File: src/rtl/ssrr_pkg.sv
// ---------------------------------------------------------------------------
// ssrr_pkg
// Shared constants, types and helpers of the sorted state rank / unrank block.
// ---------------------------------------------------------------------------
`timescale 1ns / 1ps

package ssrr_pkg;

    localparam int MAX_FIRMS      = 10;
    localparam int TABLE_DEPTH_DEF = 512;
    localparam int CODE_W         = 32;
    // compare-subtract steps of the address reduction; covers values below 32 * depth
    localparam int RED_STEPS      = 5;

    localparam logic [1:0] MODE_TABLE  = 2'd0;
    localparam logic [1:0] MODE_ENCODE = 2'd1;
    localparam logic [1:0] MODE_DECODE = 2'd2;

    localparam logic [1:0] CFG_FIRM_COUNT   = 2'd0;
    localparam logic [1:0] CFG_LEVEL_COUNT  = 2'd1;
    localparam logic [1:0] CFG_COMMON_COUNT = 2'd2;

    localparam logic KIND_CODE = 1'b0;
    localparam logic KIND_ELEM = 1'b1;

    typedef struct packed {
        logic              kind;
        logic [3:0]        position;
        logic [4:0]        level;
        logic [CODE_W-1:0] code;
        logic              last;
    } ssrr_result_t;

    typedef struct packed {
        logic              done;
        logic [CODE_W-1:0] quot;
        logic [4:0]        rem;
    } ssrr_div_res_t;

    // Reduce a nonnegative value below 2048 modulo depth (64..4096).
    function automatic logic [11:0] tbl_reduce(input logic [10:0] x, input logic [12:0] depth);
        logic [16:0] r;
        logic [16:0] d;
        r = {6'b0, x};
        for (int k = RED_STEPS - 1; k >= 0; k--) begin
            d = {4'b0, depth} << k;
            if (r >= d) begin
                r = r - d;
            end
        end
        return r[11:0];
    endfunction

endpackage

File: src/rtl/ssrr_div.sv
// ---------------------------------------------------------------------------
// ssrr_div
// Restoring divider: 32-bit code by 5-bit common count, one bit per cycle.
// ---------------------------------------------------------------------------
`timescale 1ns / 1ps

module ssrr_div (
    input  logic                        aclk,
    input  logic                        aresetn,
    input  logic                        start,
    input  logic [ssrr_pkg::CODE_W-1:0] dividend,
    input  logic [4:0]                  divisor,
    output ssrr_pkg::ssrr_div_res_t     res
);
    import ssrr_pkg::*;

    localparam int CNT_W = $clog2(CODE_W + 1);

    logic              busy_reg;
    logic              done_reg;
    logic [CNT_W-1:0]  cnt_reg;
    logic [CODE_W-1:0] quot_reg;
    logic [4:0]        rem_reg;
    logic [4:0]        dvs_reg;

    logic [5:0]        rem_sh;
    logic              q_bit;
    logic [4:0]        rem_next;
    logic [CODE_W-1:0] quot_next;

    always_comb begin
        rem_sh    = {rem_reg, quot_reg[CODE_W-1]};
        q_bit     = (rem_sh >= {1'b0, dvs_reg});
        rem_next  = q_bit ? 5'(rem_sh - {1'b0, dvs_reg}) : rem_sh[4:0];
        quot_next = {quot_reg[CODE_W-2:0], q_bit};
    end

    always_ff @(posedge aclk) begin
        if (!aresetn) begin
            busy_reg <= 1'b0;
            done_reg <= 1'b0;
            cnt_reg  <= '0;
        end else begin
            done_reg <= 1'b0;
            if (start) begin
                busy_reg <= 1'b1;
                cnt_reg  <= CNT_W'(CODE_W);
            end else if (busy_reg) begin
                cnt_reg <= cnt_reg - 1'b1;
                if (cnt_reg == CNT_W'(1)) begin
                    busy_reg <= 1'b0;
                    done_reg <= 1'b1;
                end
            end
        end
    end

    always_ff @(posedge aclk) begin
        if (start) begin
            quot_reg <= dividend;
            rem_reg  <= '0;
            dvs_reg  <= divisor;
        end else if (busy_reg) begin
            quot_reg <= quot_next;
            rem_reg  <= rem_next;
        end
    end

    assign res.done = done_reg;
    assign res.quot = quot_reg;
    assign res.rem  = rem_reg;

endmodule

File: config.mk
export PLATFORM = sky130hd
export DESIGN_NAME = ssrr_div
export DESIGN_NICKNAME = d
export VERILOG_FILES = /design/src/rtl/ssrr_pkg.sv /design/src/rtl/ssrr_div.sv
export SDC_FILE = /design/constraint.sdc
export NUM_CORES = 1
export LEC_CHECK = 0
export BUFFER_PORTS_ARGS = -buffer_cell sky130_fd_sc_hd__buf_4
export CAP_MARGIN = 25
export CORE_MARGIN = 5
export CORE_UTILIZATION = 53
export DETAILED_ROUTE_END_ITERATION = 6
export GPL_ROUTABILITY_DRIVEN = 0
export GPL_TIMING_DRIVEN = 0
export HOLD_SLACK_MARGIN = 0.12
export PLACE_DENSITY = 0.83
export SETUP_SLACK_MARGIN = 0.5
export SYNTH_ARGS = -nofsm -noshare
export SYNTH_HDL_FRONTEND = slang
export SYNTH_SLANG_ARGS = --single-unit
File: constraint.sdc
create_clock -name aclk -period 5.6 [get_ports aclk]
set_input_delay 0 -clock aclk [delete_from_list [all_inputs] [get_ports aclk]]
set_output_delay 0 -clock aclk [all_outputs]
set_load 0.02 [all_outputs]
# Word-level counts from Yosys, hierarchy flattened
# Index checks and enable logic that the tools add are counted.
# totals
ff_bits,50
inputBits,40
wordCells,25
# classes
n_addsub,2
magnitude_cmp,1
eq_ne,1
mux,9
n_bitwise,2
n_reduce_logical,3
# op_table
operator,n
$mux 32,2
$mux 6,2
$eq 6x1->1 const B,1
$ge 6x5->1,1
$sub 6x1->6 const B,1
$mux 5,1
$sub 5x5->5,1
$mux 1,4
$reduce_or 3->1,1
$not 1->1,2
$reduce_bool 2->1,1
$reduce_or 2->1,1

# Longest topological paths before layout
# Gate-level depths: netlist of the first run.
# logic_depth
ltp_word,4
mapped_depth,8

# Worst setup path before layout of the first run
# Ideal clock, no wire load.
# synth_timing
kind,register to register
startpoint,reg quot_reg[31]
endpoint,"reg quot_reg[0], data pin"
t_arrival_ps,1996
required_time_ps,5340
slack_ps,3344
stages_incl_launch_ff,9
path_cell_list,edfxtp_1 inv_1 ha_1 inv_1 fa_1 a21oi_1 a21oi_1 or2_1 mux2_2
# synth_between
elab_chain_len,3
# synth_rtl
item,line_no,text
from (decl),ssrr_div.sv:22,logic [CODE_W-1:0] quot_reg;
from (signal assigned),ssrr_div.sv:60,quot_reg <= dividend;
from (signal assigned),ssrr_div.sv:64,quot_reg <= quot_next;
$ge 6x5->1,ssrr_div.sv:33,"q_bit = (rem_sh >= {1'b0, dvs_reg});"
$mux 32,ssrr_div.sv:63,end else if (busy_reg) begin
$mux 32,ssrr_div.sv:59,if (start) begin
# Every way passes these cells. The select of a mux whose other input is x is not followed.
# A chain may end at the register's enable or synchronous reset.

# Worst setup path after layout of the first run
# Same ends and word-level chain as after synthesis.

==> summary.md, run 1 <==
| Metric | Value |
|---|---|
| Worst Path Required | `5670 ps` |
| Setup TNS | `0 ps` |
| Worst vdd ir | `0.2742 mV` |
| Global-route wire length before repair | `a little under 10000 um` |
| Unrepaired setup endpoints after global routing | `no` |
| Dpl cells | `between 200 and 300` |
| Vias in the first global route | `~2.0k` |
| Row count | `23` |
| CP Class | `flop to flop` |
| Core area | `~0.004 mm2` |
| Top-Level Pins | `78` |
| Synth top area cells | `edfxtp_1 (49%), mux2_1 (16%), dfxtp_1 (11%), ha_1 (3.9%), nor2_1 (1.8%)` |
| IO Port Bufs | `a little under 80` |
| GRT overflow | `0` |
| Core Util, Final | `a little over four fifths` |
| Max Fclk | `between 300 and 400 MHz` |
| CTS Buf Count | `5` |
| Mean post-synth cell area | `between 10 and 15 um2` |
| Router iterations before antenna repair | `4` |
| Crit start category | `flop` |
| Max-cap check violation count | `0` |
| Largest area contributor in the netlist | `edfxtp_1` |
| Post-CTS Setup Inserts | `0` |
| Min-delay worst type | `input port to flop` |
| Worst Tran Pin Value | `about 710 ps` |
| Post-synthesis sequential area ratio | `60.29%` |
| Starting DRT DRC Count | `approximately 170` |
| Max Root-Sink Buffers | `2` |
| Final ANT Viol Nets | `0` |
| CTS sink cnt | `50` |
| DR vias | `between 1.5k and 2k` |
| Area Overhead vs Synth | `51.21%` |
| Leakage | `around 1.5 nW` |
| CP Data Arrival Time | `~2600 ps` |
| Critical path endpoint category | `flop` |
| Post-DP HPWL | `between 3000 and 4000 um` |
| Clock skew | `6.049 ps` |
| Yosys cell types | `35` |
| Final setup vio count | `0` |
| Initial antenna violation count | `0` |
| CTS tree | `built` |
| Reg clk slew, reported paths | `~90 ps` |
| DRC | `0` |
| Worst skew pair latency | `300 ps` |
| Endpoints failing hold | `0` |
| Post-Syn Nets | `roughly 210` |
| Max reg flops | `32` |
| Fin crit period | `approximately 2500 ps` |
| GR Util All Layers | `between 20% and 30%` |
| Period utilization | `45.24%` |
| Die X-Extent | `75.51 um` |
| Power Dens Cells | `278.6 mW/mm2` |
| Synthesized flop and latch total | `50` |
| Layout Nets | `about 340` |
| Hold slack | `approximately 420 ps` |
| Total Power | `0.9582 mW` |
| Die Span Y | `75.51 um` |
| H-tree depth | `2` |
| CP max FO | `6` |
| Final Non-Filler Cells | `about 340` |
| Aggregate routed wire length | `6387 um` |
| Area of the die | `around 0.0057 mm2` |
| DR vias/cell | `roughly 5.4` |
| Post-Synthesis Cells | `around 170` |
| Root Driver | `clkbuf_8` |
| Final max-slew violation count | `0` |
| Antenna diodes | `0` |
| Starting density of the core | `between 50% and 60%` |
| Yosys top cell area share | `between 40% and 50%` |
| Drt wl/cell | `18.73 um` |
| Post-Syn Area | `~0.0023 mm2` |
| Run status | `finished, final reports clean` |
| Pin count of the biggest net entering global routing | `20` |
| YS warnings | `0` |
| Proportion of layout cells with a drive suffix above 1 | `between 30% and 40%` |
| Rel. slew slack | `between 50 and 60%` |
[critical path: stages, from the launching register on]
cell,delay [ps]
edfxtp_1,460
inv_1,90
ha_1,180
inv_1,60
fa_1,430
a21oi_1,240
a21oi_1,210
or2_1,340
mux2_2,280
[cell usage after synthesis, drive strengths merged]
| master | n |
|---|---|
| a211oi | 1 |
| a21boi | 1 |
| a21oi | 4 |
| a311oi | 1 |
| a31o | 1 |
| buf | 5 |
| clkbuf | 1 |
| dfxtp | 13 |
| edfxtp | 37 |
| fa | 1 |
| ha | 7 |
| inv | 11 |
| mux2 | 33 |
| nand2 | 10 |
| nand3 | 4 |
| nand3b | 1 |
| nor2 | 11 |
| nor2b | 1 |
| nor3 | 4 |
| nor4 | 2 |
| o211ai | 1 |
| o21ai | 2 |
| o21bai | 1 |
| o311a | 1 |
| o311ai | 1 |
| o41ai | 2 |
| or2 | 1 |
| or4b | 1 |
| xnor2 | 4 |
| xor2 | 3 |
[timing repair]
action,4_1_cts,5_1_grt
hold endpoints to repair,50,0
hold buffers,39,0
setup endpoints to repair,0,0
gates resized for setup,0,0
[metal layers]
layer	vias up	track usage, %	routed length (um)
li1	859	-	-
met1	880	26.46	2254
met2	93	43.62	3339
met3	23	7.652	505
met4	0	11.65	287
met5	-	0	0
[layout by cell type, fill, tap and decap left out, types with 2 or more instances in the layout]
cell	count
buf_4	78
dlygate4sd3_1	39
edfxtp_1	37
mux2_1	32
dfxtp_1	13
nor2_1	11
inv_1	10
nand2_1	10
ha_1	7
clkbuf_8	5
nand3_1	4
a21oi_1	4
xnor2_1	4
buf_2	3
clkbuf_1	3
nor3_1	3
xor2_1	3
nor4_1	2
o41ai_1	2
o21ai_0	2
[stage by stage]
stage	setup slack (ps)	instance area, um2
6_report	3066	3440
5_1_grt	2994	3440
4_1_cts	3235	3440
3_5_place_dp	3258	2943
3_3_place_gp	3259	2915
2_1_floorplan	3344	2275
[cells by family (layout without fill, tap and decap cells)]
family / Yosys count / after routing / synth area share (%)
AO/OA/AOI/OAI: 16 / 16 / 5.006
XOR/XNOR: 7 / 7 / 2.695
adder cells (fa/ha/maj): 8 / 8 / 4.730
buffers and inverters: 17 / 142 / 3.465
flip-flops: 50 / 50 / 60.29
multiplexers: 33 / 33 / 16.34
AND/OR/NAND/NOR: 35 / 35 / 7.481
[worst paths after layout]
path,startpoint,end,slack (ps),depth (start not counted)
min,divisor[3],dvs_reg[3]$_DFFE_PP_,420,2
min reg2reg,rem_reg[4]$_SDFFE_PP0P_,rem_reg[4]$_SDFFE_PP0P_,520,2
max,quot_reg[31]$_DFFE_PP_,quot_reg[0]$_DFFE_PP_,3070,8
max reg2reg,quot_reg[31]$_DFFE_PP_,quot_reg[0]$_DFFE_PP_,3070,8
[where the power goes]
| group | internal, mW | switching, mW |
|---|---|---|
| Sequential | 0.442 | 0.0257 |
| Clock | 0.134 | 0.119 |
| Combinational | 0.115 | 0.122 |
| Total | 0.691 | 0.267 |
[layout make-up]
cell class                 count  area (um2)
sequential                    50        1371
timing repair buffer         117       996.0
multi-input combinational     99       824.5
fill                         195       646.9
clock buffer                   7       76.32
tap                           50       62.56
inverter                      11       41.29
buffer                         6       37.54
clock inverter                 1       30.03
(Power assumes the default switching activity.)
==> run 2, diff against run 1 <==
ABC_AREA = 1   (was not set)
CORE_UTILIZATION = 45   (was 53)
PLACE_DENSITY = 0.74   (was 0.83)
clock period = 2.3 ns   (was 5.6 ns; I/O delays follow)
==> run 2 against run 1 <==
Against the previous run:
- core utilization down 14 points
- register-to-register slack worse by 2400 ps
- maximum frequency up 51%
- largest power group unchanged
- count of clock-buffer cells in the layout unchanged
- highest routed layer unchanged
- critical path type unchanged
- combinational power rose to 2.5 times the previous value
- hold slack worse by 7.0 ps
==> summary.md, run 2 <==
| Metric | Value |
|---|---|
| Run status | `finished, final reports clean` |
| Commonest cells after routing, fill and taps aside | `nand2_1 (123), buf_4 (80), dlygate4sd3_1 (39)` |
| Pin count of the biggest net entering global routing | `26 (+30%)` |
| Leakage | `1.746 nW (+19%)` |
| Proportion of layout cells with a drive suffix above 1 | `26.37% (-5.6 points)` |
| Footprint of the multi-input gates | `860.8 um2 (+4.4%)` |
| Commonest non-fill, non-tap cell in the layout | `nand2_1` |
| Ys flop type | `edfxtp_1` |
| FF/Latch Area | `0.001371 mm2 (unchanged)` |
| H-tree depth | `2 (unchanged)` |
| Starting density of the core | `46.18% (-9.5 points)` |
| Largest area contributor in the netlist | `edfxtp_1` |
| Global-route wire length before repair | `9715 um (-2.0%)` |
| YS warnings | `0 (unchanged)` |
| Hold slack | `416.0 ps (-6.955 ps)` |
| Final max-slew violation count | `0 (unchanged)` |
| Layout Nets | `430 (+27%)` |
| Aggregate routed wire length | `5902 um (-7.6%)` |
| DR vias/cell | `4.653 (-14%)` |
| Worst Path Required | `2340 ps (-3330 ps)` |
| Starting DRT DRC Count | `79 (-53%)` |
| Worst Tran Pin Value | `411.8 ps (-294.6 ps)` |
| Worst skew pair latency | `300 ps (about the same)` |
| Post-synthesis sequential area ratio | `58.14% (-2.1 points)` |
| Synth top area cells | `edfxtp_1 (47%), nand2_1 (20%), dfxtp_1 (11%), ha_1 (3.7%), inv_1 (3.5%)` |
| Synth Area in Adders | `4.562% (-0.17 points)` |
| Synthesized flop and latch total | `50 (unchanged)` |
| Max Fclk | `595.7 MHz (+51%)` |
| GRT overflow | `0 (unchanged)` |
| Min-delay worst type | `input port to flop` |
| Final ANT Viol Nets | `0 (unchanged)` |
| Die Span Y | `82.40 um (+9.1%)` |
| Synth Area in Simple Gates | `28.65% (+21 points)` |
| DP Area | `0.003052 mm2 (+3.7%)` |
| CP bufs+invs | `2 (unchanged)` |
| Row count | `26 (+13%)` |
| Area of the die | `0.006789 mm2 (+19%)` |
| CTS tree | `built` |
| DRC | `0 (unchanged)` |
| Max-cap check violation count | `0 (unchanged)` |
| EDFF count, synth | `37 (unchanged)` |
| Fill count | `393 (+100%)` |
| Post-Synthesis Cells | `257 (+55%)` |
| Drt wl/cell | `13.03 um (-30%)` |
| Post-synthesis mux area share | `0% (-16 points)` |
| Critical path endpoint category | `flop` |
| Worst-path cell chain | `inv_1 -> ha_1 -> inv_1 -> fa_2 -> nand2_1 -> nand2_1 -> nand3_4 -> a31oi_1` |
| Antenna diodes | `0 (unchanged)` |
| Total Power | `2.338 mW (+140%)` |
| Post-DP HPWL | `4069 um (+7.4%)` |
| Max Root-Sink Buffers | `2 (unchanged)` |
| Router iterations before antenna repair | `4 (unchanged)` |
| Final setup margin | `621.4 ps (-2445 ps)` |
| DR vias | `2108 (+14%)` |
| Power Dens Cells | `657.0 mW/mm2 (+140%)` |
| GR Util All Layers | `19.01% (-5.5 points)` |
| Largest family of logic cells by synthesized area | `simple AND/OR/NAND/NOR gates` |
| Vias in the first global route | `2092 (+6.5%)` |
| DP Worst Slack | `529.9 ps (-2728 ps)` |
| Fin crit period | `1679 ps (-855.0 ps)` |
| Core area | `0.005107 mm2 (+25%)` |
| Mean post-synth cell area | `9.177 um2 (-33%)` |
| CP Data Arrival Time | `1720 ps (-880 ps)` |
| Period utilization | `72.98% (+28 points)` |
| Post-Syn Area | `0.002359 mm2 (+3.7%)` |
| Unrepaired setup endpoints after global routing | `yes` |
| CP top delay family | `adder cells` |
| Final Non-Filler Cells | `453 (+33%)` |
| Yosys cell types | `29 (-17%)` |
| Asr flop ratio synth | `0% (unchanged)` |
| Final setup vio count | `0 (unchanged)` |
| Clock skew | `5.856 ps (-0.1935 ps)` |
| Xor/xnor share of the synthesized area | `1.114% (-1.6 points)` |
| Final instance area | `0.003558 mm2 (+3.5%)` |
| Top post-synthesis cells by count | `nand2_1 (123), edfxtp_1 (37), inv_1 (22)` |
| Die X-Extent | `82.40 um (+9.1%)` |
| CP Class | `flop to flop` |
| Dpl cells | `405 (+38%)` |
| Root Driver | `clkbuf_8` |
| Worst vdd ir | `0.4361 mV (+59%)` |
| CTS Buf Count | `5 (unchanged)` |
| Post-Syn Nets | `305 (+43%)` |
| Largest stage delay, worst path | `390 ps (-70 ps)` |
| Top-Level Pins | `78 (unchanged)` |
| Area Overhead vs Synth | `50.88%` |
| Rel. slew slack | `72.45% (+20 points)` |
| Setup TNS | `0 ps (unchanged)` |
| IO Port Bufs | `77 (unchanged)` |
| Most frequent cell after synthesis | `nand2_1` |
| Complex-gate fraction of the synthesized area | `2.069% (-2.9 points)` |
| CTS sink cnt | `50 (unchanged)` |
| Max reg flops | `32 (unchanged)` |
| Initial antenna violation count | `0 (unchanged)` |
| Critical path's slowest cell | `edfxtp_1` |
| CP max FO | `8 (+2)` |
| Crit start category | `flop` |
| Reg clk slew, reported paths | `80 ps (about the same)` |
| Yosys top cell area share | `47.11% (-1.7 points)` |
| Endpoints failing hold | `0 (unchanged)` |
| Core Util, Final | `69.67% (-14 points)` |
-- run 2: cell types whose count changed in the layout (fill, tap and decap cells not counted), sizes merged, moves of 2 or more --
cell,before,now
mux2,33,0
nand3,4,16
nand4,0,2
xnor2,4,1
nor4,2,0
inv,11,23
buf,83,85
nor3,4,1
o41ai,2,0
nand2,10,124
-- run 2: what timing repair did --
item	CTS	global route
setup endpoints to repair	0	31
setup buffers	0	1
hold buffers	39	0
hold endpoints to repair	50	0
resized for setup	0	2
-- run 2: worst paths after layout --
check                                        startpoint                      end  slack [ps]  depth (start not counted)
worst min-delay path                         divisor[2]     dvs_reg[2]$_DFFE_PP_         420                          2
worst max-delay path             quot_reg[31]$_DFFE_PP_    quot_reg[0]$_DFFE_PP_         620                          8
worst min register to register  rem_reg[4]$_SDFFE_PP0P_  rem_reg[4]$_SDFFE_PP0P_         490                          2
worst max register to register   quot_reg[31]$_DFFE_PP_    quot_reg[0]$_DFFE_PP_         620                          8
-- run 2: report_power, final --
part / internal, mW / switching (mW)
Combinational: 0.280 / 0.323
Clock: 0.326 / 0.277
Sequential: 1.07 / 0.0587
Total: 1.68 / 0.659
-- run 2: worst register-to-register path, delay by kind of cell, from the launching register on --
family                   cells  cell delay [ps]
AO/OA/AOI/OAI                1              100
adder cells (fa/ha/maj)      2              490
buffers and inverters        2              150
flip-flops                   1              390
AND/OR/NAND/NOR              3              300
-- run 2: layout make-up --
| cell class | count | share of cell area, % |
|---|---|---|
| sequential | 50 | 38.54 |
| timing repair buffer | 118 | 28.20 |
| multi-input combinational | 176 | 24.19 |
| tap | 70 | 2.461 |
| inverter | 23 | 2.426 |
| clock buffer | 7 | 2.145 |
| buffer | 8 | 1.196 |
| clock inverter | 1 | 0.8439 |
-- run 2: per-layer routing --
layer	routed length (um)	part of all wire [%]	vias to the layer above	global-route usage [%]
met1	2389	40	962	22.56
li1	-	-	1069	-
met3	440	7.5	10	5.857
met2	2975	50	67	32.85
met5	0	0	-	0
met4	97	1.6	0	5.814
-- run 2: logic make-up after synthesis --
logic type | count (synthesis)
and+or+nand+nor | 157
DFF | 50
buffers and inverters | 31
AOI/OAI and AO/OA | 8
adders and majority gates | 8
xor gates and xnor gates | 3
