$ cat config.mk
export PLATFORM = sky130hd
export DESIGN_NAME = ssrr_outreg
export DESIGN_NICKNAME = d
export VERILOG_FILES = /design/src/rtl/ssrr_pkg.sv /design/src/rtl/ssrr_outreg.sv
export SDC_FILE = /design/constraint.sdc
export NUM_CORES = 1
export LEC_CHECK = 0
export BUFFER_PORTS_ARGS = -buffer_cell sky130_fd_sc_hd__buf_2
export CORE_MARGIN = 2
export CORE_UTILIZATION = 40
export CTS_CLUSTER_DIAMETER = 60
export DETAILED_ROUTE_END_ITERATION = 8
export PLACE_DENSITY = 0.78
export SLEW_MARGIN = 20
export SYNTH_ARGS = -nofsm -noshare
export SYNTH_HDL_FRONTEND = slang
export SYNTH_SLANG_ARGS = --single-unit
$ cat constraint.sdc
create_clock -name aclk -period 0.8 [get_ports aclk]
set_input_delay 0.2 -clock aclk [delete_from_list [all_inputs] [get_ports aclk]]
set_output_delay 0.2 -clock aclk [all_outputs]
set_load 0.05 [all_outputs]
$ cat src/rtl/ssrr_pkg.sv
// ---------------------------------------------------------------------------
// ssrr_pkg
// Shared constants, types and helpers of the sorted state rank / unrank block.
// ---------------------------------------------------------------------------
`timescale 1ns / 1ps

package ssrr_pkg;

    localparam int MAX_FIRMS      = 10;
    localparam int TABLE_DEPTH_DEF = 512;
    localparam int CODE_W         = 32;
    // compare-subtract steps of the address reduction; covers values below 32 * depth
    localparam int RED_STEPS      = 5;

    localparam logic [1:0] MODE_TABLE  = 2'd0;
    localparam logic [1:0] MODE_ENCODE = 2'd1;
    localparam logic [1:0] MODE_DECODE = 2'd2;

    localparam logic [1:0] CFG_FIRM_COUNT   = 2'd0;
    localparam logic [1:0] CFG_LEVEL_COUNT  = 2'd1;
    localparam logic [1:0] CFG_COMMON_COUNT = 2'd2;

    localparam logic KIND_CODE = 1'b0;
    localparam logic KIND_ELEM = 1'b1;

    typedef struct packed {
        logic              kind;
        logic [3:0]        position;
        logic [4:0]        level;
        logic [CODE_W-1:0] code;
        logic              last;
    } ssrr_result_t;

    typedef struct packed {
        logic              done;
        logic [CODE_W-1:0] quot;
        logic [4:0]        rem;
    } ssrr_div_res_t;

    // Reduce a nonnegative value below 2048 modulo depth (64..4096).
    function automatic logic [11:0] tbl_reduce(input logic [10:0] x, input logic [12:0] depth);
        logic [16:0] r;
        logic [16:0] d;
        r = {6'b0, x};
        for (int k = RED_STEPS - 1; k >= 0; k--) begin
            d = {4'b0, depth} << k;
            if (r >= d) begin
                r = r - d;
            end
        end
        return r[11:0];
    endfunction

endpackage

$ cat src/rtl/ssrr_outreg.sv
// ---------------------------------------------------------------------------
// ssrr_outreg
// Result output register: holds one word until the receiver takes it.
// ---------------------------------------------------------------------------
`timescale 1ns / 1ps

module ssrr_outreg (
    input  logic                        aclk,
    input  logic                        aresetn,
    input  logic                        load,
    input  ssrr_pkg::ssrr_result_t      word,
    output logic                        slot_free,
    output logic                        m_valid,
    input  logic                        m_ready,
    output logic                        m_kind,
    output logic [3:0]                  m_position,
    output logic [4:0]                  m_out_level,
    output logic [ssrr_pkg::CODE_W-1:0] m_out_code,
    output logic                        m_out_last
);
    import ssrr_pkg::*;

    logic         valid_reg;
    ssrr_result_t word_reg;

    // a word leaving this cycle frees the slot for the next one
    assign slot_free = !valid_reg || m_ready;

    always_ff @(posedge aclk) begin
        if (!aresetn) begin
            valid_reg <= 1'b0;
        end else if (load) begin
            valid_reg <= 1'b1;
        end else if (m_ready) begin
            valid_reg <= 1'b0;
        end
    end

    always_ff @(posedge aclk) begin
        if (load) begin
            word_reg <= word;
        end
    end

    assign m_valid     = valid_reg;
    assign m_kind      = word_reg.kind;
    assign m_position  = word_reg.position;
    assign m_out_level = word_reg.level;
    assign m_out_code  = word_reg.code;
    assign m_out_last  = word_reg.last;

endmodule

== After elaboration in Yosys (flattened, before gate mapping) ==
Cells that the tools add are included.
W data, S select, Z words.
Word-level totals
  register bits after elaboration: 44
  input bits: 47
  output and inout port bits: 45
  logic and storage cells: 11
Cells by class
  multiplexer cells: 2
  reduce and logical (&&, ||, !) cells: 3
Operator list (number)
  $mux W1: 2
  $reduce_bool A2 Y1: 1
  $logic_not A1 Y1: 1
  $logic_or A1 B1 Y1: 1

== Longest topological paths before layout ==
Gate-level depths: netlist of the first run.
  depth in word-level cells: 2
  mapped depth: 2
  mapped depth without buffers: 2

== Worst setup path after synthesis of the first run ==
Ideal clock, no wire load.
  path kind: flip-flop to flip-flop
  from: register, netlist name m_valid
  to: register valid_reg, in the netlist m_valid
  setup time: 67 ps
  arrival time: 1037 ps
  data required time: 733 ps
  slack: -304 ps
  cell stages (with the launch flop): 3
  buffers on the path: 0
  clock period less this slack: 1104 ps
  cell sequence: dfxtp_1 > nand2b_4 > a21boi_2
RTL lines
  to (signal assigned): line ssrr_outreg.sv:31  | valid_reg <= 1'b0;
  to (signal assigned): line ssrr_outreg.sv:33  | valid_reg <= 1'b1;
  to (signal assigned): line ssrr_outreg.sv:35  | valid_reg <= 1'b0;
  to (decl): line ssrr_outreg.sv:23  | logic valid_reg;

== Final worst setup path of the first run ==
  from: register valid_reg, in the netlist m_valid
  to: output slot_free
Between the ends
  word-level cells in the longest chain between the ends: 2
RTL lines
  $logic_not A1 Y1: line ssrr_outreg.sv:27  | assign slot_free = !valid_reg || m_ready;
  $logic_or A1 B1 Y1: line ssrr_outreg.sv:27
  to (decl): line ssrr_outreg.sv:12  | output logic slot_free,
Every way passes these cells.

==> run_results.csv, run 1 <==
group,metric,value,unit
global_route,grt_use_total,17.98,%
sta,tightest_slew,154.3,ps
drt,wl_per_cell,15.22,um
synth,synth.yosys.warnings,0,
clock_tree,cts_tree,"yes",
clock_tree,clk_latency,350,ps
drt,routed_via_density,4.359,
clock_tree,h-tree-depth,2,
drt,via_count,911,
finish,design_area,2385,um2
finish,n_antenna_cell,0,
sta,slew_headroom,89.71,%
place,port_buffers,91,
global_route,grt_first_pass_wirelength,4471,um
worst_setup_path,arrival,960,ps
synth,netlist_area,1340,um2
global_route,grt_overflow_total,0,
drt,drtIter0Drc,22,
finish,layout-drive-gt1-share,63.80,%
worst_setup_path,r2r-end,"m_valid",
worst_hold_path,hold_class,"in -> reg",
synth,synthCells,47,
die,die_w,61.88,um
worst_setup_path,timing.rr.start,"m_valid",
status,status,"finished with violations",
drt,drc_errors,0,
clock_tree,clk_pin_slew_worst_paths,120,ps
die,core,3284,um2
sta,fin_tns_setup,-14480,ps
clock_tree,clk_path_buf_depth,2,
sta,fmax,862.7,MHz
place,dpl-instance-area,1897,um2
die,num_io_pins,92,
drt,wl,3180,um
finish,nNetsFinal,209,
clock_tree,cts_buffers,5,
synth,synth-seq-cells,44,
worst_setup_path,regToRegSetupSlack,30,ps
synth,ys_seq_area_share,97.85,%
worst_hold_path,worstHoldEndpoint,"m_out_level[3]",
global_route,use_met3,8.282,%
die,chipHeight,61.88,um
worst_hold_path,hold_depth,1,
sta,maxSlewViolCount,0,
die,initial_utilization,40.80,%
global_route,grt_pass1_vias,926,
global_route,use_met2,32.18,%
global_route,antenna_found_initial,0,
sta,timing.final.crit_share,144.9,%
power,p_leak,1.016,nW
finish,synthToLayoutAreaGrowth,77.96,%
die,rows,21,
worst_setup_path,cp.required,600,ps
sta,finalSetupViolations,45,
sta,grt_setup_unrepaired,"true",
place,pre_cts_slack,-56.01,ps
worst_setup_path,cp_max_fo,2,
worst_setup_path,end_kind,"output port",
run,maxCapViolCount,0,
power,p_per_area,2133,nW/um2
place,dpl.hpwl,1980,um
sta,fin_worst_skew,0,ps
worst_hold_path,hp-start,"word[36]",
power,ir_worst_vdd,1336,uV
finish,finalNonFillerCells,209,
synth,syn_nets,94,
worst_setup_path,crit_path_start_kind,"flip-flop",
clock_tree,cts_root_buf,"clkbuf_4",
worst_setup_path,r2r_cells,3,
sta,fin_hold_ws,20.50,ps
sta,worst_slack,-359.2,ps
sta,period_minus_slack,1159,ps
global_route,grt_util_met1,16.76,%
worst_setup_path,path_class,"reg -> out",
sta,hold_viol_final,0,
clock_tree,clock-sinks,44,
drt,drtPass1Iterations,4,
die,die-area,3829,um2
place,place_inst,186,
place,gp_congestion,0.6824,
synth,synthDistinctLibCells,5,
status,violations,"negative setup slack",
global_route,grt_max_degree,30,
global_route,top_usage_layer,"met2",
synth,avgSynthCellArea,28.51,um2
drt,ant_nets,0,
layout make-up:
| type | count | area (um2) |
|---|---|---|
| multi-input cells | 2 | 25.02 |
| clock buffers | 5 | 37.54 |
| clock inverters | 3 | 13.76 |
| inverters | 1 | 3.754 |
| fillers | 200 | 899.6 |
| flip-flops and latches | 44 | 1315 |
| well taps | 46 | 57.56 |
| repair buffers | 108 | 932.1 |
cells in the mapped netlist:
master	count	share of area, %
edfxtp_1	43	96
a21boi_2	1	0.84
dfxtp_1	1	1.5
inv_1	1	0.28
nand2b_4	1	1.0
sequential cells by signal, indices dropped and copies added, names as in the netlist:
signal,count
m_out_code,32
m_position,4
m_valid,1
m_out_last,1
m_kind,1
m_out_level,5
critical path: stages, from the launching register on:
cell	delay [ps]
dfxtp_4	390
nand2b_4	70
buf_8	150
where the power goes:
| group | switching [mW] | internal (mW) | leakage [nW] |
|---|---|---|---|
| Clock | 0.664 | 0.323 | 0.0324 |
| Sequential | 0.0938 | 2.73 | 0.430 |
| Combinational | 0.792 | 0.482 | 0.554 |
| Total | 1.55 | 3.54 | 1.02 |
timing repair:
action / CTS / global route
endpoints found under the hold margin: 14 / 0
gates resized for setup: 92 / 0
hold buffers: 14 / 0
buffers inserted: 0 / 1
endpoints found under the setup margin: 45 / 45
gates cloned: 0 / 0
metrics by stage:
stage | util [%] | power [mW]
5_1_grt | 72.61 | 5.262
3_3_place_gp | 57.75 | 3.801
3_5_place_dp | 57.75 | 3.825
2_1_floorplan | - | 3.487
4_1_cts | 72.38 | 5.135
6_report | 72.61 | 5.087
placed cells by master, fill, tap and decap left out, drive strengths merged:
master       count
clkinv           3
dfxtp            1
nand2b           1
dlygate4sd3     14
a21boi           1
buf             94
clkbuf           5
edfxtp          43
inv              1
per-layer routing:
layer / wire [um] / vias up
met5: 0 / -
met4: 68 / 0
met3: 355 / 8
met2: 1784 / 61
met1: 971 / 423
li1: - / 419
how the worst max path moves through the flow:
stage / depth (start not counted) / endpoint / slack (ps) / from
2_1_floorplan: 0 / m_kind / -0.6 / m_kind
4_1_cts: 1 / m_out_code[29] / -370 / m_out_code[29]
3_3_place_gp: 2 / m_out_code[19] / -40 / load
5_1_grt: 1 / m_out_code[27] / -400 / m_out_code[27]
6_report: 2 / slot_free / -360 / m_valid
3_5_place_dp: 2 / m_out_code[10] / -60 / load
kinds of logic after synthesis:
| group | Yosys count | share of synthesized area (%) |
|---|---|---|
| DFF | 44 | 97.85 |
| AOI/OAI and AO/OA | 1 | 0.8403 |
| buffers and inverters | 1 | 0.2798 |
| and+or+nand+nor | 1 | 1.027 |
Power figures use the tool's default switching activity.
==> inputs of run 2 (changes only) <==
CORE_MARGIN = unset   (was 2)
TNS_END_PERCENT = 20   (was unset)
==> run 2 against run 1 <==
The run still ends with negative setup slack left. Worst setup slack improved by 13 ps. Non-clock buffer count decreased by 13. Clock skew unchanged. First-iteration DRC count unchanged. Critical path depth decreased by 1. Worst hold slack improved by 7.0 ps. Register-to-register slack improved by 50 ps. Count of clock-buffer cells in the layout increased by 1. Global-route usage decreased by 1.8 points. Total power increased by 4.8%. Critical path type unchanged. Largest cell class unchanged.
==> run_results.csv, run 2 (synthesis gave the netlist of run 1 again) <==
group,metric,value,unit
place,dpl-instance-area,1882,um2
drt,ant_nets,0,
sta,grt_setup_unrepaired,"true",
worst_setup_path,arrival,950,ps
place,port_buffers,91,
sta,fin_hold_ws,27.52,ps
finish,layout-drive-gt1-share,69.33,%
finish,n_antenna_cell,0,
sta,finalSetupViolations,45,
die,die-area,3586,um2
place,pre_cts_slack,-44.71,ps
clock_tree,clock-sinks,44,
finish,seq_area,1315,um2
drt,via_count,838,
sta,fin_worst_skew,0,ps
clock_tree,clk_latency,330,ps
finish,fill_cells,190,
sta,fmax,872.6,MHz
clock_tree,cts_buffers,5,
finish,largest_reg_flops,32,
worst_setup_path,cp.buffers_inverters,1,
clock_tree,cts_root_buf,"clkbuf_4",
global_route,grt_pass1_vias,870,
die,rows,20,
finish,nNetsFinal,196,
sta,hold_viol_final,0,
worst_setup_path,slowest_stage,"edfxtp_1",
sta,period_minus_slack,1146,ps
global_route,grt_overflow_total,0,
sta,timing.final.crit_share,143.2,%
worst_setup_path,cpPeakStageDelay,430,ps
drt,wl,2900,um
drt,drtPass1Iterations,4,
power,ir_worst_vdd,1129,uV
global_route,grt_use_total,16.16,%
finish,fin_util,72.28,%
worst_setup_path,path_delay_family,"flip-flops",
finish,design_area,2261,um2
die,chipHeight,59.88,um
finish,multi_input_area,25.02,um2
run,maxCapViolCount,0,
status,violations,"negative setup slack",
worst_hold_path,hold_class,"in -> reg",
sta,maxSlewViolCount,0,
global_route,grt_max_degree,34,
finish,mostFrequentLayoutCell,"buf_2",
sta,worst_slack,-346.0,ps
die,initial_utilization,42.84,%
die,die_w,59.88,um
drt,drc_errors,0,
worst_setup_path,end_kind,"output port",
worst_setup_path,crit_path_start_kind,"flip-flop",
die,num_io_pins,92,
global_route,grt_first_pass_wirelength,3870,um
status,status,"finished with violations",
global_route,antenna_found_initial,0,
clock_tree,h-tree-depth,2,
finish,synthToLayoutAreaGrowth,68.72,%
worst_setup_path,path_class,"reg -> out",
power,p_leak,0.9655,nW
finish,layout_common_cells,"buf_2 (46), buf_6 (44), edfxtp_1 (43)",
clock_tree,clk_path_buf_depth,2,
sta,slew_headroom,88.64,%
clock_tree,cts_tree,"yes",
drt,routed_via_density,4.320,
power,power,5.329,mW
die,core,3128,um2
clock_tree,clk_pin_slew_worst_paths,120,ps
power,p_per_area,2357,nW/um2
worst_setup_path,crit_chain,"buf_6",
worst_setup_path,cp.required,600,ps
place,gp_congestion,0.6069,
drt,drtIter0Drc,22,
drt,wl_per_cell,14.95,um
worst_setup_path,cp_max_fo,1,
sta,tightest_slew,170.4,ps
-- run 2: changes by cell type in the layout (fill, tap and decap cells not counted), sizes merged --
cell and delta:
bufinv +1, clkbuf +1, clkinv -2, dlygate4sd3 -13
-- run 2: area by class of cell --
type	instances	share of cell area (%)
sequential	44	58.16
clock inverter	2	1.550
clock buffer	6	1.826
multi-input combinational	2	1.107
tap	44	2.435
inverter	1	0.1660
timing repair buffer	95	34.75
-- run 2: path summary, 6_finish.rpt --
path / startpoint / end / cells past startpoint / slack (ps)
hold / removal: word[37] / m_out_level[4] / 1 / 30
hold reg to reg: m_valid / m_valid / 3 / 610
setup reg to reg: m_valid / m_valid / 3 / 80
setup / recovery: m_out_code[9] / m_out_code[9] / 1 / -350
-- run 2: what timing repair did --
item,CTS,global route
resized for setup,91,0
setup endpoints to repair,45,45
hold buffers,0,1
buffers inserted,0,1
endpoints found under the hold margin,0,1
-- run 2: metrics by stage --
stage / TNS [ps] / std cells
after floorplan: -26.02 / 47
after global placement: -891.0 / 184
after detailed placement: -1677 / 184
after CTS: -14720 / 192
after global routing: -15830 / 194
final: -13660 / 194
-- run 2: power breakdown --
group          internal [mW]  switching [mW]
clock network          0.656           0.643
logic                  0.433           0.782
registers               2.73          0.0860
-- run 2: layer usage --
layer,share of wire (%),global-route usage [%],vias to the layer above
met5,0,0,-
met4,2.4,9.967,0
met3,11,6.926,9
met2,54,29.37,65
met1,33,14.43,375
li1,-,-,389
==> inputs of run 3 (changes only) <==
--- a/config.mk
+++ b/config.mk
@@ -11,4 +11,5 @@
 export DETAILED_ROUTE_END_ITERATION = 8
 export PLACE_DENSITY = 0.78
+export SKIP_LAST_GASP = 1
 export SLEW_MARGIN = 20
 export SYNTH_ARGS = -nofsm -noshare
==> constraint.sdc (replaced) <==
create_clock -name aclk -period 0.8 [get_ports aclk]
set_input_delay 0.16 -clock aclk [delete_from_list [all_inputs] [get_ports aclk]]
set_output_delay 0.16 -clock aclk [all_outputs]
set_load 0.05 [all_outputs]
==> run 3 against run 2 <==
The run still ends with negative setup slack left. Clock skew is the same. Largest power group unchanged. Routed wire length up 32%. Critical path depth unchanged. Combinational power is 4% higher. Sequential share of layout area fell by 5.8 points. Register-to-register slack better by 120 ps. Critical endpoint is now m_out_code[16].
==> run_results.csv, run 3 (synthesis gave the netlist of run 1 again) <==
group,metric,value,unit
power,ir_worst_vdd,1131,uV
drt,drtIter0Drc,26,
worst_setup_path,timing.rr.start,"m_valid",
finish,synthToLayoutAreaGrowth,87.40,%
sta,grt_setup_unrepaired,"true",
worst_setup_path,slowest_stage,"edfxtp_1",
die,num_io_pins,92,
finish,finalNonFillerCells,236,
clock_tree,clock-sinks,44,
global_route,grt_first_pass_wirelength,4643,um
clock_tree,clk_path_buf_depth,2,
worst_hold_path,hold_depth,2,
worst_setup_path,end_kind,"output port",
worst_hold_path,hp-start,"aresetn",
place,gp_congestion,0.6066,
sta,maxSlewViolCount,0,
worst_hold_path,hold_class,"in -> reg",
sta,period_minus_slack,1147,ps
finish,nNetsFinal,237,
die,die_w,59.88,um
drt,routed_via_density,4.441,
clock_tree,clk_pin_slew_worst_paths,130,ps
worst_hold_path,worstHoldEndpoint,"m_valid",
drt,wl,3832,um
place,dpl-instance-area,1882,um2
die,initial_utilization,42.84,%
global_route,grt_use_total,19.76,%
worst_setup_path,cp.required,640,ps
die,rows,20,
worst_setup_path,cp_max_fo,1,
power,p_leak,1.080,nW
die,die-area,3586,um2
finish,largest_reg_flops,32,
status,violations,"negative setup slack",
sta,hold_viol_final,0,
place,port_buffers,91,
sta,fin_worst_skew,0,ps
run,maxCapViolCount,0,
worst_setup_path,cpPeakStageDelay,410,ps
die,chipHeight,59.88,um
clock_tree,clk_latency,340,ps
power,p_per_area,2149,nW/um2
drt,drtPass1Iterations,4,
worst_setup_path,r2r_cells,2,
worst_setup_path,cp.buffers_inverters,1,
worst_setup_path,crit_chain,"buf_2",
finish,mostFrequentLayoutCell,"buf_2",
global_route,grt_pass1_vias,1013,
clock_tree,h-tree-depth,2,
clock_tree,cts_tree,"yes",
global_route,grt_overflow_total,0,
sta,fin_tns_setup,-13450,ps
place,place_inst,184,
worst_setup_path,path_class,"reg -> out",
finish,fill_cells,161,
drt,via_count,1048,
sta,finalSetupViolations,45,
drt,drc_errors,0,
clock_tree,postCtsSetupRepairBufs,0,
worst_setup_path,path_delay_family,"flip-flops",
drt,wl_per_cell,16.24,um
worst_setup_path,regToRegSetupSlack,200,ps
worst_setup_path,crit_path_start_kind,"flip-flop",
drt,ant_nets,0,
sta,tightest_slew,260.7,ps
die,core,3128,um2
sta,slew_headroom,82.74,%
sta,timing.final.crit_share,143.3,%
clock_tree,cts_root_buf,"clkbuf_4",
finish,layout-drive-gt1-share,53.93,%
status,status,"finished with violations",
global_route,grt_max_degree,34,
global_route,antenna_found_initial,0,
sta,fmax,872.1,MHz
worst_setup_path,arrival,990,ps
sta,worst_slack,-346.7,ps
finish,design_area,2511,um2
clock_tree,cts_buffers,5,
worst_setup_path,critical_path_depth,1,
worst_setup_path,r2r-end,"m_valid",
finish,layout_common_cells,"buf_2 (70), dlygate4sd3_1 (43), edfxtp_1 (43)",
[run 3: routing by layer]
| layer | track usage, % | share of wire (%) | up-vias |
|---|---|---|---|
| met3 | 8.442 | 9.4 | 8 |
| met1 | 19.11 | 36 | 494 |
| met2 | 36.19 | 52 | 75 |
| met4 | 8.306 | 1.6 | 0 |
| met5 | 0 | 0 | - |
| li1 | - | - | 471 |
[run 3: worst max path at each step]
stage,startpoint,end
6_report,m_out_code[16],m_out_code[16]
5_1_grt,m_out_code[16],m_out_code[16]
3_3_place_gp,m_valid,slot_free
4_1_cts,m_position[0],m_position[0]
2_1_floorplan,m_valid,m_valid
3_5_place_dp,m_valid,slot_free
[run 3: repair_timing]
action | CTS | global route
hold buffers | 43 | 0
resized for setup | 19 | 32
hold endpoints to repair | 43 | 0
pin swaps | 0 | 0
endpoints found under the setup margin | 45 | 45
[run 3: layout make-up]
class	instances	area, um2	share of cell area (%)
Sequential cell	44	1315	52.37
Timing Repair Buffer	136	1033	41.16
Tap cell	44	55.05	2.192
Clock buffer	6	41.29	1.644
Clock inverter	2	35.03	1.395
Multi-Input combinational cell	2	25.02	0.9965
Inverter	1	3.754	0.1495
Antenna cell	1	2.502	0.09965
[run 3: where the power goes]
group	total, mW	switching (mW)	internal (mW)
combinational	1.26	0.819	0.441
clock	1.34	0.682	0.656
sequential	2.80	0.0704	2.73
[run 3: metrics by stage]
step / total power [mW] / setup WS (ps) / util [%] / hold slack [ps]
after global placement: 3.792 / -0.6965 / 60.16 / 338.1
final: 5.396 / -346.7 / 80.28 / 42.51
after floorplan: 3.487 / 15.81 / - / 258.9
after global routing: 5.546 / -388.2 / 80.20 / 15.69
after CTS: 5.310 / -327.1 / 78.28 / 36.65
after detailed placement: 3.810 / -12.38 / 60.16 / 338.4
